==> src/rtl/core/bsr_pkg.sv <==
// Shared types, constants and helpers for the BMP byte stream to RGB565 converter.
package bsr_pkg;

  // Geometry and field widths
  localparam int unsigned MAX_DIM   = 2048;
  localparam int unsigned DIM_W     = 12;
  localparam int unsigned ORIGIN_W  = 11;
  localparam int unsigned COUNT_W   = 32;
  localparam int unsigned CFG_IDX_W = 2;
  localparam int unsigned PIX_W     = 16;

  // Header layout: position of the last byte of each field
  localparam logic [15:0]        BMP_MAGIC      = 16'h4D42;
  localparam logic [COUNT_W-1:0] HEADER_BYTES   = 32'd34;
  localparam logic [COUNT_W-1:0] POS_MAGIC_END  = 32'd1;
  localparam logic [COUNT_W-1:0] POS_OFFSET_END = 32'd13;
  localparam logic [COUNT_W-1:0] POS_WIDTH_END  = 32'd21;
  localparam logic [COUNT_W-1:0] POS_HEIGHT_END = 32'd25;
  localparam logic [COUNT_W-1:0] POS_PLANES_END = 32'd27;
  localparam logic [COUNT_W-1:0] POS_COMP_END   = 32'd33;

  // Configuration register indexes
  localparam logic [CFG_IDX_W-1:0] CFG_ORIGIN_X = 2'd0;
  localparam logic [CFG_IDX_W-1:0] CFG_ORIGIN_Y = 2'd1;

  typedef enum logic [1:0] {
    PH_HEADER = 2'd0,
    PH_SKIP   = 2'd1,
    PH_PIXELS = 2'd2,
    PH_IDLE   = 2'd3
  } phase_t;

  typedef enum logic {
    KIND_PIXEL = 1'b0,
    KIND_ERROR = 1'b1
  } kind_t;

  typedef enum logic [2:0] {
    ERR_MAGIC    = 3'd0,
    ERR_PLANES   = 3'd1,
    ERR_COMPRESS = 3'd2,
    ERR_SIZE     = 3'd3,
    ERR_OFFSET   = 3'd4
  } err_t;

  typedef struct packed {
    kind_t             kind;
    logic [PIX_W-1:0]  pixel_565;
    logic [DIM_W-1:0]  screen_x;
    logic [DIM_W-1:0]  screen_y;
    err_t              error_code;
    logic              last_pixel;
  } result_t;

  // Keep a dimension only when it lies in 1..MAX_DIM, else zero
  function automatic logic [DIM_W-1:0] dim_checked(input logic [COUNT_W-1:0] v);
    logic ok;
    ok = (v >= COUNT_W'(1)) && (v <= COUNT_W'(MAX_DIM));
    return ok ? v[DIM_W-1:0] : '0;
  endfunction

endpackage

==> src/rtl/core/bmp_stream_to_rgb565_top.sv <==
// Top level: BMP byte stream in, RGB565 pixel or header error beats out.
// The held byte steps the parser and any result goes to the result register
// when that slot is free; one byte per cycle while out_stall is low.
// The input register and result register each hold one beat; the parse state
// advances once per byte. Synchronous active-low reset clears the parse state,
// both origin registers and both valid bits; no clearing pass is needed.
module bmp_stream_to_rgb565_top (
  input  logic                              clk,
  input  logic                              rst_n,
  input  logic                              in_valid,
  output logic                              in_stall,
  input  logic [7:0]                        in_byte_value,
  input  logic                              in_file_start,
  output logic                              out_valid,
  input  logic                              out_stall,
  output logic                              out_result_kind,
  output logic [15:0]                       out_pixel_565,
  output logic [11:0]                       out_screen_x,
  output logic [11:0]                       out_screen_y,
  output logic [2:0]                        out_error_code,
  output logic                              out_last_pixel,
  input  logic                              cfg_we,
  input  logic [bsr_pkg::CFG_IDX_W-1:0]     cfg_index,
  input  logic [bsr_pkg::ORIGIN_W-1:0]      cfg_data
);

  logic [bsr_pkg::ORIGIN_W-1:0] origin_x_r, origin_y_r;
  logic                         byte_vld, file_start, free, advance, res_vld;
  logic [7:0]                   byte_value;
  bsr_pkg::result_t             res, out_res;

  // Configuration writes
  always_ff @(posedge clk) begin
    if (!rst_n) begin
      origin_x_r <= '0;
      origin_y_r <= '0;
    end else if (cfg_we) begin
      unique case (cfg_index)
        bsr_pkg::CFG_ORIGIN_X: origin_x_r <= cfg_data;
        bsr_pkg::CFG_ORIGIN_Y: origin_y_r <= cfg_data;
        default: begin
        end
      endcase
    end
  end

  // Move the held byte forward when the result slot is free
  assign advance = byte_vld && free;

  bsr_in_stage u_in (
    .clk           (clk),
    .rst_n         (rst_n),
    .in_valid      (in_valid),
    .in_stall      (in_stall),
    .in_byte_value (in_byte_value),
    .in_file_start (in_file_start),
    .advance       (advance),
    .byte_vld      (byte_vld),
    .byte_value    (byte_value),
    .file_start    (file_start)
  );

  bsr_parser u_parser (
    .clk        (clk),
    .rst_n      (rst_n),
    .step       (advance),
    .byte_value (byte_value),
    .file_start (file_start),
    .origin_x   (origin_x_r),
    .origin_y   (origin_y_r),
    .res_vld    (res_vld),
    .res        (res)
  );

  bsr_out_stage u_out (
    .clk       (clk),
    .rst_n     (rst_n),
    .advance   (advance),
    .res_vld   (res_vld),
    .res       (res),
    .free      (free),
    .out_valid (out_valid),
    .out_stall (out_stall),
    .out_res   (out_res)
  );

  // Unpack the result beat onto the ports
  assign out_result_kind = out_res.kind;
  assign out_pixel_565   = out_res.pixel_565;
  assign out_screen_x    = out_res.screen_x;
  assign out_screen_y    = out_res.screen_y;
  assign out_error_code  = out_res.error_code;
  assign out_last_pixel  = out_res.last_pixel;

endmodule

==> src/rtl/core/bsr_in_stage.sv <==
// Input register: captures one byte beat and holds it until the parser takes it.
module bsr_in_stage (
  input  logic       clk,
  input  logic       rst_n,
  input  logic       in_valid,
  output logic       in_stall,
  input  logic [7:0] in_byte_value,
  input  logic       in_file_start,
  input  logic       advance,
  output logic       byte_vld,
  output logic [7:0] byte_value,
  output logic       file_start
);

  logic       vld_r;
  logic [7:0] byte_r;
  logic       start_r;

  // Stall only while a held beat cannot move on
  assign in_stall   = vld_r && !advance;
  assign byte_vld   = vld_r;
  assign byte_value = byte_r;
  assign file_start = start_r;

  // Valid bit
  always_ff @(posedge clk) begin
    if (!rst_n) begin
      vld_r <= 1'b0;
    end else if (!in_stall) begin
      vld_r <= in_valid;
    end
  end

  // Payload: load on an accepted beat
  always_ff @(posedge clk) begin
    if (in_valid && !in_stall) begin
      byte_r  <= in_byte_value;
      start_r <= in_file_start;
    end
  end

endmodule

==> src/rtl/core/bsr_parser.sv <==
// Header parser, offset skipper and pixel packer with its parse state registers.
module bsr_parser (
  input  logic                          clk,
  input  logic                          rst_n,
  input  logic                          step,
  input  logic [7:0]                    byte_value,
  input  logic                          file_start,
  input  logic [bsr_pkg::ORIGIN_W-1:0]  origin_x,
  input  logic [bsr_pkg::ORIGIN_W-1:0]  origin_y,
  output logic                          res_vld,
  output bsr_pkg::result_t              res
);

  bsr_pkg::phase_t                   phase_r, phase_nxt;
  logic [bsr_pkg::COUNT_W-1:0]       cnt_r, cnt_nxt;
  logic [bsr_pkg::COUNT_W-1:0]       shift_r, shift_nxt;
  logic [bsr_pkg::COUNT_W-1:0]       off_r, off_nxt;
  logic [bsr_pkg::DIM_W-1:0]         wid_r, wid_nxt;
  logic [bsr_pkg::DIM_W-1:0]         hgt_r, hgt_nxt;
  logic [7:0]                        blue_r, blue_nxt;
  logic [7:0]                        green_r, green_nxt;
  logic [1:0]                        bip_r, bip_nxt;
  logic [bsr_pkg::DIM_W-1:0]         col_r, col_nxt;
  logic [bsr_pkg::DIM_W-1:0]         row_r, row_nxt;

  // Current state, with a file start restarting everything
  bsr_pkg::phase_t                   ph_c;
  logic [bsr_pkg::COUNT_W-1:0]       cnt_c, shift_c, off_c, shift_new, cnt_inc;
  logic [bsr_pkg::DIM_W-1:0]         wid_c, hgt_c, col_c, row_c;
  logic [7:0]                        blue_c, green_c;
  logic [1:0]                        bip_c;
  logic [bsr_pkg::DIM_W:0]           col_inc, row_inc;
  logic                              last_col, last_img;

  always_comb begin
    ph_c    = file_start ? bsr_pkg::PH_HEADER : phase_r;
    cnt_c   = file_start ? '0 : cnt_r;
    shift_c = file_start ? '0 : shift_r;
    off_c   = file_start ? '0 : off_r;
    wid_c   = file_start ? '0 : wid_r;
    hgt_c   = file_start ? '0 : hgt_r;
    blue_c  = file_start ? '0 : blue_r;
    green_c = file_start ? '0 : green_r;
    bip_c   = file_start ? '0 : bip_r;
    col_c   = file_start ? '0 : col_r;
    row_c   = file_start ? '0 : row_r;
  end

  assign shift_new = {byte_value, shift_c[bsr_pkg::COUNT_W-1:8]};
  assign cnt_inc   = cnt_c + bsr_pkg::COUNT_W'(1);
  assign col_inc   = {1'b0, col_c} + (bsr_pkg::DIM_W+1)'(1);
  assign row_inc   = {1'b0, row_c} + (bsr_pkg::DIM_W+1)'(1);
  assign last_col  = col_inc >= {1'b0, wid_c};
  assign last_img  = last_col && (row_inc >= {1'b0, hgt_c});

  // Next state and result for the byte in hand
  always_comb begin
    phase_nxt = ph_c;
    cnt_nxt   = cnt_c;
    shift_nxt = shift_c;
    off_nxt   = off_c;
    wid_nxt   = wid_c;
    hgt_nxt   = hgt_c;
    blue_nxt  = blue_c;
    green_nxt = green_c;
    bip_nxt   = bip_c;
    col_nxt   = col_c;
    row_nxt   = row_c;
    res_vld   = 1'b0;
    res       = '0;

    unique case (ph_c)
      bsr_pkg::PH_HEADER: begin
        shift_nxt = shift_new;
        cnt_nxt   = cnt_inc;
        if (cnt_c == bsr_pkg::POS_MAGIC_END) begin
          if (shift_new[31:16] != bsr_pkg::BMP_MAGIC) begin
            res_vld        = 1'b1;
            res.kind       = bsr_pkg::KIND_ERROR;
            res.error_code = bsr_pkg::ERR_MAGIC;
            phase_nxt      = bsr_pkg::PH_IDLE;
          end
        end else if (cnt_c == bsr_pkg::POS_OFFSET_END) begin
          off_nxt = shift_new;
        end else if (cnt_c == bsr_pkg::POS_WIDTH_END) begin
          wid_nxt = bsr_pkg::dim_checked(shift_new);
        end else if (cnt_c == bsr_pkg::POS_HEIGHT_END) begin
          hgt_nxt = bsr_pkg::dim_checked(shift_new);
        end else if (cnt_c == bsr_pkg::POS_PLANES_END) begin
          if (shift_new[31:16] != 16'd1) begin
            res_vld        = 1'b1;
            res.kind       = bsr_pkg::KIND_ERROR;
            res.error_code = bsr_pkg::ERR_PLANES;
            phase_nxt      = bsr_pkg::PH_IDLE;
          end
        end else if (cnt_c == bsr_pkg::POS_COMP_END) begin
          // Compression, then size, then offset
          if (shift_new != '0) begin
            res_vld        = 1'b1;
            res.kind       = bsr_pkg::KIND_ERROR;
            res.error_code = bsr_pkg::ERR_COMPRESS;
            phase_nxt      = bsr_pkg::PH_IDLE;
          end else if (wid_c == '0 || hgt_c == '0) begin
            res_vld        = 1'b1;
            res.kind       = bsr_pkg::KIND_ERROR;
            res.error_code = bsr_pkg::ERR_SIZE;
            phase_nxt      = bsr_pkg::PH_IDLE;
          end else if (off_c < bsr_pkg::HEADER_BYTES) begin
            res_vld        = 1'b1;
            res.kind       = bsr_pkg::KIND_ERROR;
            res.error_code = bsr_pkg::ERR_OFFSET;
            phase_nxt      = bsr_pkg::PH_IDLE;
          end else begin
            phase_nxt = (off_c <= cnt_inc) ? bsr_pkg::PH_PIXELS : bsr_pkg::PH_SKIP;
          end
        end
      end

      bsr_pkg::PH_SKIP: begin
        cnt_nxt = cnt_inc;
        if (cnt_inc >= off_c) begin
          phase_nxt = bsr_pkg::PH_PIXELS;
        end
      end

      bsr_pkg::PH_PIXELS: begin
        if (bip_c == 2'd0) begin
          blue_nxt = byte_value;
          bip_nxt  = 2'd1;
        end else if (bip_c == 2'd1) begin
          green_nxt = byte_value;
          bip_nxt   = 2'd2;
        end else begin
          // Red byte closes the pixel
          res_vld        = 1'b1;
          res.kind       = bsr_pkg::KIND_PIXEL;
          res.pixel_565  = {byte_value[7:3], green_c[7:2], blue_c[7:3]};
          res.screen_x   = bsr_pkg::DIM_W'(origin_x) + col_c;
          res.screen_y   = bsr_pkg::DIM_W'(origin_y) + hgt_c - bsr_pkg::DIM_W'(1) - row_c;
          res.error_code = bsr_pkg::ERR_MAGIC;
          res.last_pixel = last_img;
          bip_nxt        = 2'd0;
          if (last_img) begin
            phase_nxt = bsr_pkg::PH_IDLE;
          end else if (last_col) begin
            col_nxt = '0;
            row_nxt = row_inc[bsr_pkg::DIM_W-1:0];
          end else begin
            col_nxt = col_inc[bsr_pkg::DIM_W-1:0];
          end
        end
      end

      bsr_pkg::PH_IDLE: begin
        // Drop bytes until the next file start
      end

      default: begin
      end
    endcase
  end

  // Parse state, advanced once per byte taken
  always_ff @(posedge clk) begin
    if (!rst_n) begin
      phase_r <= bsr_pkg::PH_HEADER;
      cnt_r   <= '0;
      shift_r <= '0;
      off_r   <= '0;
      wid_r   <= '0;
      hgt_r   <= '0;
      blue_r  <= '0;
      green_r <= '0;
      bip_r   <= '0;
      col_r   <= '0;
      row_r   <= '0;
    end else if (step) begin
      phase_r <= phase_nxt;
      cnt_r   <= cnt_nxt;
      shift_r <= shift_nxt;
      off_r   <= off_nxt;
      wid_r   <= wid_nxt;
      hgt_r   <= hgt_nxt;
      blue_r  <= blue_nxt;
      green_r <= green_nxt;
      bip_r   <= bip_nxt;
      col_r   <= col_nxt;
      row_r   <= row_nxt;
    end
  end

endmodule

==> src/rtl/core/bsr_out_stage.sv <==
// Result register: holds one result beat until the receiver takes it.
module bsr_out_stage (
  input  logic             clk,
  input  logic             rst_n,
  input  logic             advance,
  input  logic             res_vld,
  input  bsr_pkg::result_t res,
  output logic             free,
  output logic             out_valid,
  input  logic             out_stall,
  output bsr_pkg::result_t out_res
);

  logic             vld_r;
  bsr_pkg::result_t res_r;

  assign free      = !vld_r || !out_stall;
  assign out_valid = vld_r;
  assign out_res   = res_r;

  // Valid bit: refill or drain whenever the slot is free
  always_ff @(posedge clk) begin
    if (!rst_n) begin
      vld_r <= 1'b0;
    end else if (free) begin
      vld_r <= advance && res_vld;
    end
  end

  // Payload
  always_ff @(posedge clk) begin
    if (advance && res_vld) begin
      res_r <= res;
    end
  end

endmodule
==> config.mk <==
export PLATFORM = sky130hd
export DESIGN_NAME = bmp_stream_to_rgb565_top
export DESIGN_NICKNAME = d
export VERILOG_FILES = /design/src/rtl/core/bsr_pkg.sv /design/src/rtl/core/bmp_stream_to_rgb565_top.sv /design/src/rtl/core/bsr_in_stage.sv /design/src/rtl/core/bsr_parser.sv /design/src/rtl/core/bsr_out_stage.sv
export SDC_FILE = /design/constraint.sdc
export NUM_CORES = 1
export LEC_CHECK = 0
export ABC_AREA = 1
export BUFFER_PORTS_ARGS = -buffer_cell sky130_fd_sc_hd__buf_2
export CAP_MARGIN = 20
export CORE_MARGIN = 3
export CORE_UTILIZATION = 40
export CTS_CLUSTER_DIAMETER = 60
export CTS_CLUSTER_SIZE = 25
export DETAILED_ROUTE_END_ITERATION = 8
export PLACE_DENSITY = 0.57
export SLEW_MARGIN = 40
export SYNTH_ARGS = -nofsm -noshare
export SYNTH_HDL_FRONTEND = slang
export SYNTH_SLANG_ARGS = --single-unit
==> constraint.sdc <==
create_clock -name clk -period 5.5 [get_ports clk]
set_input_delay 1.1 -clock clk [delete_from_list [all_inputs] [get_ports clk]]
set_output_delay 1.1 -clock clk [all_outputs]
set_load 0.01 [all_outputs]
==> flow_results.xml, run 1 <==
<?xml version="1.0" encoding="UTF-8"?>
<metrics>
  <group name="setup_path">
    <metric name="critical_path_cell_list" unit="">buf_12, nor2_1, ha_1, nand2_1, nor2_1, nand4_1, nor2_1, xor2_1, inv_1, ha_1, a21oi_1, o21a_1, nor2_1, nor2_1, nand3_2, nand2_2, nand3_1, o21ai_0, o21ai_1, nand2_1, a21oi_1</metric>
    <metric name="critPathMaxStageDelay" unit="ns">0.47</metric>
    <metric name="timing.critical_path.slowest_stage_cell" unit="">edfxtp_1</metric>
    <metric name="crit_family" unit="">simple AND/OR/NAND/NOR gates</metric>
    <metric name="crit_cells" unit="">21</metric>
    <metric name="crit_path_end_kind" unit="">flip-flop</metric>
    <metric name="setup.worst_path.start_class" unit="">flip-flop</metric>
    <metric name="required" unit="ns">5.93</metric>
    <metric name="cp_num_buf_inv" unit="">2</metric>
    <metric name="worstRegToRegCells" unit="">21</metric>
    <metric name="crit_path_max_fanout" unit="">87</metric>
    <metric name="worst-setup-path-type" unit="">flip-flop to flip-flop</metric>
    <metric name="cp_common_cell" unit="">nor2_1</metric>
    <metric name="arrival_time_worst_endpoint" unit="ns">4.90</metric>
  </group>
  <group name="logic_synthesis">
    <metric name="cell_type_contributing_the_most_total_cell_area_after_synthesis" unit="">dfxtp_1</metric>
    <metric name="yosysMostFrequentCell" unit="">inv_1</metric>
    <metric name="synth_edf_count" unit="">54</metric>
    <metric name="synth.ff_latch_count" unit="">229</metric>
    <metric name="synth_top_flop_cell" unit="">dfxtp_1</metric>
    <metric name="synth_sequential_area_ratio" unit="%">34.1</metric>
    <metric name="synthesis.area" unit="um2">15000</metric>
    <metric name="ys_top_cells_by_area" unit="">dfxtp_1 23%, edfxtp_1 11%, inv_1 9.5%, nand2_1 9.1%, a21oi_1 8.2%</metric>
    <metric name="postSynthNetCount" unit="">2307</metric>
    <metric name="synth.yosys.warnings" unit="">0</metric>
    <metric name="synth_largest_type_area_fraction" unit="%">23.3</metric>
    <metric name="synth_cell_types" unit="">49</metric>
    <metric name="synth_area_per_cell" unit="um2">6.88</metric>
    <metric name="ys_top_cells_by_count" unit="">381 x inv_1, 366 x nand2_1, 246 x a21oi_1, 221 x nor2_1, 175 x dfxtp_1</metric>
    <metric name="synth_async_sr_flop_share" unit="%">0</metric>
    <metric name="cell_count_after_synthesis" unit="">2186</metric>
  </group>
  <group name="sta">
    <metric name="slew-limit-headroom" unit="%">44.8</metric>
    <metric name="fmax" unit="GHz">0.224</metric>
    <metric name="finalSetupViolations" unit="">0</metric>
    <metric name="post-route-period-util" unit="%">81.3</metric>
    <metric name="period_needed" unit="ns">4.47</metric>
    <metric name="final_critical_path_setup_slack" unit="ns">1.03</metric>
    <metric name="timing.final.hold_violations" unit="">0</metric>
    <metric name="maxSlewViolCount" unit="">0</metric>
    <metric name="setup_tns" unit="ns">0</metric>
    <metric name="worstMarginPinSlew" unit="ns">0.828</metric>
    <metric name="setup_repair_after_global_routing_missed_its_margin" unit="">false</metric>
    <metric name="worst_clock_skew" unit="ns">0.0170</metric>
  </group>
  <group name="pwr">
    <metric name="leakagePower" unit="uW">0.00723</metric>
    <metric name="power.density" unit="nW/um2">259</metric>
    <metric name="post-layout-total-power" unit="uW">4320</metric>
    <metric name="worst_ir_drop_vdd" unit="V">0.000238</metric>
  </group>
  <group name="place">
    <metric name="detailed_place.area" unit="um2">15700</metric>
    <metric name="place.port_buffers" unit="">73</metric>
    <metric name="place.gp.congestion" unit="">0.910</metric>
    <metric name="dp_worst_setup_slack" unit="ns">1.04</metric>
    <metric name="dp.final_hpwl" unit="um">32400</metric>
  </group>
  <group name="global_routing">
    <metric name="grt_overflow" unit="">0</metric>
    <metric name="grt_use_total" unit="%">22.6</metric>
    <metric name="grt_max_degree" unit="">88</metric>
    <metric name="grt_pass1_wl" unit="um">72600</metric>
    <metric name="first_global_vias" unit="">13200</metric>
    <metric name="initial_antenna_violation_count" unit="">0</metric>
  </group>
  <group name="routing">
    <metric name="post_drt_via_cell_ratio" unit="">5.24</metric>
    <metric name="drc_errors" unit="">0</metric>
    <metric name="first_pass_iters" unit="">6</metric>
    <metric name="initial_drc_count" unit="">1304</metric>
    <metric name="drt-total-wl" unit="um">45200</metric>
    <metric name="antenna_violating_nets_post_route" unit="">0</metric>
    <metric name="routed-via-count" unit="">14300</metric>
    <metric name="routed_wire_length_per_instance" unit="um">16.5</metric>
  </group>
  <group name="cts">
    <metric name="cts_setup_buffers" unit="">0</metric>
    <metric name="cts_tree" unit="">done</metric>
    <metric name="ctsResizeCount" unit="">0</metric>
    <metric name="clock_sinks" unit="">229</metric>
    <metric name="worst_skew_pair.late_latency" unit="ns">0.57</metric>
    <metric name="ctsLongestPathBuffers" unit="">3</metric>
    <metric name="number_of_buffers_added_by_the_clock_tree_synthesis_step" unit="">26</metric>
    <metric name="clkSlewWorstSetupHoldPaths" unit="ns">0.07</metric>
    <metric name="htree_num_levels" unit="">1</metric>
    <metric name="clockRootBuffer" unit="">clkbuf_16</metric>
    <metric name="post_cts_hold_buffer_count" unit="">0</metric>
  </group>
  <group name="floorplanning">
    <metric name="fp.coreArea" unit="um2">36900</metric>
    <metric name="row_count" unit="">70</metric>
    <metric name="die-area" unit="um2">40000</metric>
    <metric name="die_w" unit="um">200</metric>
    <metric name="ios" unit="">74</metric>
    <metric name="start_util" unit="%">40.8</metric>
    <metric name="die-height" unit="um">200</metric>
  </group>
  <group name="finish">
    <metric name="finalNetCount" unit="">2329</metric>
    <metric name="final_layout_size_suffix_gt1_share" unit="%">8.48</metric>
    <metric name="area_growth" unit="%">11.0</metric>
    <metric name="insertedDiodeCount" unit="">0</metric>
    <metric name="final_design_area_no_fill" unit="um2">16700</metric>
  </group>
  <group name="hold_path">
    <metric name="min_path_type" unit="">flip-flop to flip-flop</metric>
    <metric name="hold_depth" unit="">2</metric>
  </group>
  <group name="job">
    <metric name="timing.max_cap.violations" unit="">0</metric>
  </group>
  <group name="status">
    <metric name="outcome" unit="">finished, final reports clean</metric>
  </group>
</metrics>
[registers in the layout (all words and copies together) (netlist names), 2 cells and up]
name              flops
u_parser.blue_r       5
u_parser.shift_r     24
u_parser.col_r       12
u_parser.cnt_r       32
u_parser.row_r       12
u_parser.phase_r      2
u_parser.off_r       32
u_parser.wid_r       12
u_parser.hgt_r       12
origin_x_r           11
u_in.byte_value       8
u_out.out_res        45
u_parser.green_r      6
u_parser.bip_r        2
origin_y_r           11
[cell type report]
type	instances	area (um2)
Multi-Input combinational cell	1472	8030
Clock inverter	20	248
Sequential cell	229	5120
Clock buffer	28	701
Inverter	392	1480
Tap cell	504	631
Timing Repair Buffer	87	490
Fill cell	3806	20200
[placed cells by master (no fill, tap or decap), drive strengths merged, types with 13 or more instances in the layout]
cell,count
clkbuf,28
dfxtp,175
edfxtp,54
inv,399
a31oi,13
nor3,47
nand4,34
a21oi,246
o21ai,190
nor2,242
xor2,33
o211ai,51
buf,87
ha,81
nand3,89
nand2,369
fa,13
[where the power goes]
part	leakage (uW)	switching [uW]	total, uW	internal (uW)
Clock	0.000469	880	1910	1030
Combinational	0.00492	419	592	173
Sequential	0.00185	42.1	1820	1780
[routing by layer]
metal	wire [um]	global-route usage, %
met2	19400	34.6
met3	2900	2.89
met4	924	4.99
met1	22000	34.2
met5	0	0
[worst register-to-register path, stage by stage, from the launching register on]
cell      delay (ns)
edfxtp_1        0.47
buf_12          0.27
nor2_1          0.49
ha_1            0.27
nand2_1         0.06
nor2_1          0.31
nand4_1         0.17
nor2_1          0.16
xor2_1          0.23
inv_1           0.07
ha_1            0.33
a21oi_1         0.16
o21a_1          0.14
nor2_1          0.04
nor2_1          0.11
nand3_2         0.23
nand2_2         0.22
nand3_1         0.20
o21ai_0         0.17
o21ai_1         0.12
nand2_1         0.08
a21oi_1         0.06
[kinds of logic after synthesis]
logic type	after synthesis	share of synthesized area, %
AND/OR/NAND/NOR	803	23.0
AO/OA/AOI/OAI	533	19.3
multiplexers	2	0.150
adder cells (fa/ha/maj)	94	8.47
flip-flops	229	34.1
XOR/XNOR	40	2.33
buffers and inverters	485	12.6
[metrics by stage]
stage	cells	hold WS [ns]	util (%)
after global routing	2732	0.479	45.3
after global placement	2684	0.451	42.7
final	2732	0.465	45.3
after detailed placement	2684	0.456	42.7
after floorplan	2186	0.445	-
after CTS	2732	0.466	45.3
[path summary, 6_finish.rpt]
kind | end | slack [ns] | start
worst min register to register | u_parser.off_r[14] | 0.47 | u_parser.off_r[14]
worst min-delay path | u_parser.off_r[14] | 0.47 | u_parser.off_r[14]
worst max register to register | u_parser.col_r[7] | 1.03 | u_in.file_start
worst max-delay path | u_parser.col_r[7] | 1.03 | u_in.file_start
Note: power is estimated with default switching activity, not from simulation.
==> run 2: changes to the inputs <==
- PLACE_DENSITY: 0.57 -> 0.59
- clock period: 5.5 -> 4 ns (I/O delays scaled with it)
==> flow_results.xml, run 2 (synthesis gave the netlist of run 1 again) <==
<?xml version="1.0" encoding="UTF-8"?>
<metrics>
  <group name="routing">
    <metric name="post_drt_via_cell_ratio" unit="">5.24</metric>
    <metric name="drc_errors" unit="">0</metric>
    <metric name="drt-total-wl" unit="um">45500</metric>
    <metric name="routed_wire_length_per_instance" unit="um">16.3</metric>
    <metric name="antenna_violating_nets_post_route" unit="">0</metric>
    <metric name="first_pass_iters" unit="">5</metric>
    <metric name="initial_drc_count" unit="">1144</metric>
    <metric name="routed-via-count" unit="">14600</metric>
  </group>
  <group name="setup_path">
    <metric name="setup.worst_path.start_class" unit="">flip-flop</metric>
    <metric name="timing.critical_path.slowest_stage_cell" unit="">edfxtp_1</metric>
    <metric name="setup.worst_path.start" unit="">u_in.file_start</metric>
    <metric name="crit_path_end_kind" unit="">flip-flop</metric>
    <metric name="crit_cells" unit="">20</metric>
    <metric name="regToRegSetupSlack" unit="ns">0.27</metric>
    <metric name="worst-setup-path-type" unit="">flip-flop to flip-flop</metric>
    <metric name="worstReg2RegEnd" unit="">u_parser.row_r[8]</metric>
    <metric name="arrival_time_worst_endpoint" unit="ns">4.22</metric>
    <metric name="cp_num_buf_inv" unit="">6</metric>
    <metric name="crit_path_end" unit="">u_parser.row_r[8]</metric>
    <metric name="critical_path.reg2reg.startpoint" unit="">u_in.file_start</metric>
    <metric name="worstRegToRegCells" unit="">20</metric>
    <metric name="crit_family" unit="">simple AND/OR/NAND/NOR gates</metric>
    <metric name="critPathMaxStageDelay" unit="ns">0.42</metric>
    <metric name="required" unit="ns">4.49</metric>
    <metric name="critical_path_cell_list" unit="">buf_4, buf_12, nor2_2, inv_1, nor4_2, buf_4, xor2_1, inv_1, ha_1, nand2_1, o21a_1, nor2_1, nor2_2, nand3_4, inv_2, nor2_4, nand2_1, o21ai_0, nand3_1, a21oi_1</metric>
    <metric name="crit_path_max_fanout" unit="">32</metric>
  </group>
  <group name="pwr">
    <metric name="power.clock.fraction" unit="%">42.7</metric>
    <metric name="switching_share" unit="%">30.8</metric>
    <metric name="sequential_cell_fraction_of_total_power" unit="%">42.4</metric>
    <metric name="worst_ir_drop_vdd" unit="V">0.000270</metric>
    <metric name="leakagePower" unit="uW">0.00754</metric>
    <metric name="power.density" unit="nW/um2">341</metric>
    <metric name="p_int" unit="uW">4080</metric>
    <metric name="power.share.combinational" unit="%">14.9</metric>
    <metric name="netSwitchingPower" unit="uW">1810</metric>
  </group>
  <group name="sta">
    <metric name="setup_tns" unit="ns">0</metric>
    <metric name="holdWs" unit="ns">0.410</metric>
    <metric name="maxSlewViolCount" unit="">0</metric>
    <metric name="timing.final.hold_violations" unit="">0</metric>
    <metric name="worst_clock_skew" unit="ns">0.0164</metric>
    <metric name="worstMarginPinSlew" unit="ns">0.793</metric>
    <metric name="final_critical_path_setup_slack" unit="ns">0.267</metric>
    <metric name="period_needed" unit="ns">3.73</metric>
    <metric name="slew-limit-headroom" unit="%">46.6</metric>
    <metric name="finalSetupViolations" unit="">0</metric>
    <metric name="post-route-period-util" unit="%">93.3</metric>
    <metric name="fmax" unit="GHz">0.268</metric>
  </group>
  <group name="global_routing">
    <metric name="global_routing_met2_resource_utilization" unit="%">35.2</metric>
    <metric name="most_congested_layer_reported_by_global_routing" unit="">met2</metric>
    <metric name="grt_overflow" unit="">0</metric>
    <metric name="grt_pass1_wl" unit="um">71600</metric>
    <metric name="grtUsageMet1" unit="%">32.6</metric>
    <metric name="first_global_vias" unit="">13200</metric>
    <metric name="grt_util_met3" unit="%">3.00</metric>
    <metric name="grt_use_total" unit="%">22.3</metric>
    <metric name="initial_antenna_violation_count" unit="">2</metric>
    <metric name="grt_max_degree" unit="">126</metric>
  </group>
  <group name="finish">
    <metric name="mostFrequentLayoutCells" unit="">378 x inv_1, 361 x nand2_1, 246 x a21oi_1, 204 x nor2_1, 175 x dfxtp_1</metric>
    <metric name="most_common_library_cell_in_the_layout_ignoring_fill_and_taps" unit="">inv_1</metric>
    <metric name="largest_register_ff_count" unit="">45</metric>
    <metric name="post_layout_nonfiller_instances" unit="">2781</metric>
    <metric name="finalNetCount" unit="">2378</metric>
    <metric name="insertedDiodeCount" unit="">0</metric>
    <metric name="area_growth" unit="%">14.8</metric>
    <metric name="fillCellCount" unit="">3838</metric>
    <metric name="final_layout_size_suffix_gt1_share" unit="%">11.9</metric>
  </group>
  <group name="cts">
    <metric name="cts_tree" unit="">done</metric>
    <metric name="ctsLongestPathBuffers" unit="">3</metric>
    <metric name="number_of_buffers_added_by_the_clock_tree_synthesis_step" unit="">26</metric>
    <metric name="htree_num_levels" unit="">1</metric>
    <metric name="worst_skew_pair.late_latency" unit="ns">0.56</metric>
    <metric name="clockRootBuffer" unit="">clkbuf_16</metric>
    <metric name="clock_sinks" unit="">229</metric>
    <metric name="post_cts_hold_buffer_count" unit="">0</metric>
    <metric name="clkSlewWorstSetupHoldPaths" unit="ns">0.07</metric>
  </group>
  <group name="place">
    <metric name="dp.final_hpwl" unit="um">32900</metric>
    <metric name="dp_worst_setup_slack" unit="ns">-0.0173</metric>
    <metric name="numPlacedInstances" unit="">2725</metric>
    <metric name="place.port_buffers" unit="">73</metric>
    <metric name="place.gp.congestion" unit="">0.886</metric>
  </group>
  <group name="floorplanning">
    <metric name="die-area" unit="um2">40000</metric>
    <metric name="die_w" unit="um">200</metric>
    <metric name="die-height" unit="um">200</metric>
    <metric name="ios" unit="">74</metric>
    <metric name="fp.coreArea" unit="um2">36900</metric>
    <metric name="row_count" unit="">70</metric>
    <metric name="start_util" unit="%">40.8</metric>
  </group>
  <group name="job">
    <metric name="timing.max_cap.violations" unit="">0</metric>
  </group>
  <group name="status">
    <metric name="outcome" unit="">finished, final reports clean</metric>
  </group>
  <group name="hold_path">
    <metric name="min_path_type" unit="">primary input to flip-flop</metric>
  </group>
</metrics>
## run 2: how the worst min path moves through the flow
stage	from	endpoint	depth (start not counted)
after floorplan	u_parser.col_r[1]	u_parser.col_r[1]	2
after global placement	u_parser.off_r[24]	u_parser.off_r[24]	2
after detailed placement	u_parser.wid_r[4]	u_parser.wid_r[4]	2
after CTS	in_byte_value[1]	u_in.byte_value[1]	1
after global routing	in_byte_value[4]	u_in.byte_value[4]	1
final	in_byte_value[1]	u_in.byte_value[1]	1
## run 2: power groups by stage
stage	logic (uW)	clock network [uW]	registers (uW)
2_1_floorplan	607	0	2530
3_3_place_gp	837	0	2550
3_5_place_dp	846	0	2550
4_1_cts	850	2590	2500
5_1_grt	988	2680	2510
6_report	879	2520	2500
## run 2: worst reg2reg max path, delay by kind of cell, from the launching register on
kind | cells | cell delay [ns]
DFF | 1 | 0.42
AOI/OAI and AO/OA | 3 | 0.43
and+or+nand+nor | 9 | 1.44
xor gates and xnor gates | 1 | 0.21
buffers and inverters | 6 | 0.84
adders and majority gates | 1 | 0.31
## run 2: cell type report
| type | count | area [um2] | share of cell area [%] |
|---|---|---|---|
| Inverter | 392 | 1480 | 8.56 |
| Clock inverter | 20 | 213 | 1.23 |
| Tap cell | 504 | 631 | 3.65 |
| Sequential cell | 229 | 5120 | 29.7 |
| Timing Repair Buffer | 136 | 938 | 5.43 |
| Multi-Input combinational cell | 1472 | 8210 | 47.5 |
| Clock buffer | 28 | 679 | 3.93 |
## run 2: routing by layer
layer / wire (um) / up-vias / share of wire (%)
met3: 2650 / 64 / 5.8
met2: 20200 / 405 / 45
li1: - / 7334 / -
met5: 11 / - / 0.024
met4: 1010 / 2 / 2.2
met1: 21600 / 6779 / 47
## run 2: what timing repair did
item	4_1_cts	5_1_grt
resized for setup	1	46
gates cloned	0	1
setup endpoints to repair	1	70
buffers inserted	0	7
pin swaps	0	9
## run 2: per-stage QoR
step                utilization [%]  area, um2  power [uW]
finish                         46.8      17300        5890
floorplan                         -      15000        3140
global placement               43.7      16100        3390
global route                   46.8      17300        6170
detailed placement             43.7      16100        3400
CTS                            46.1      17000        5940
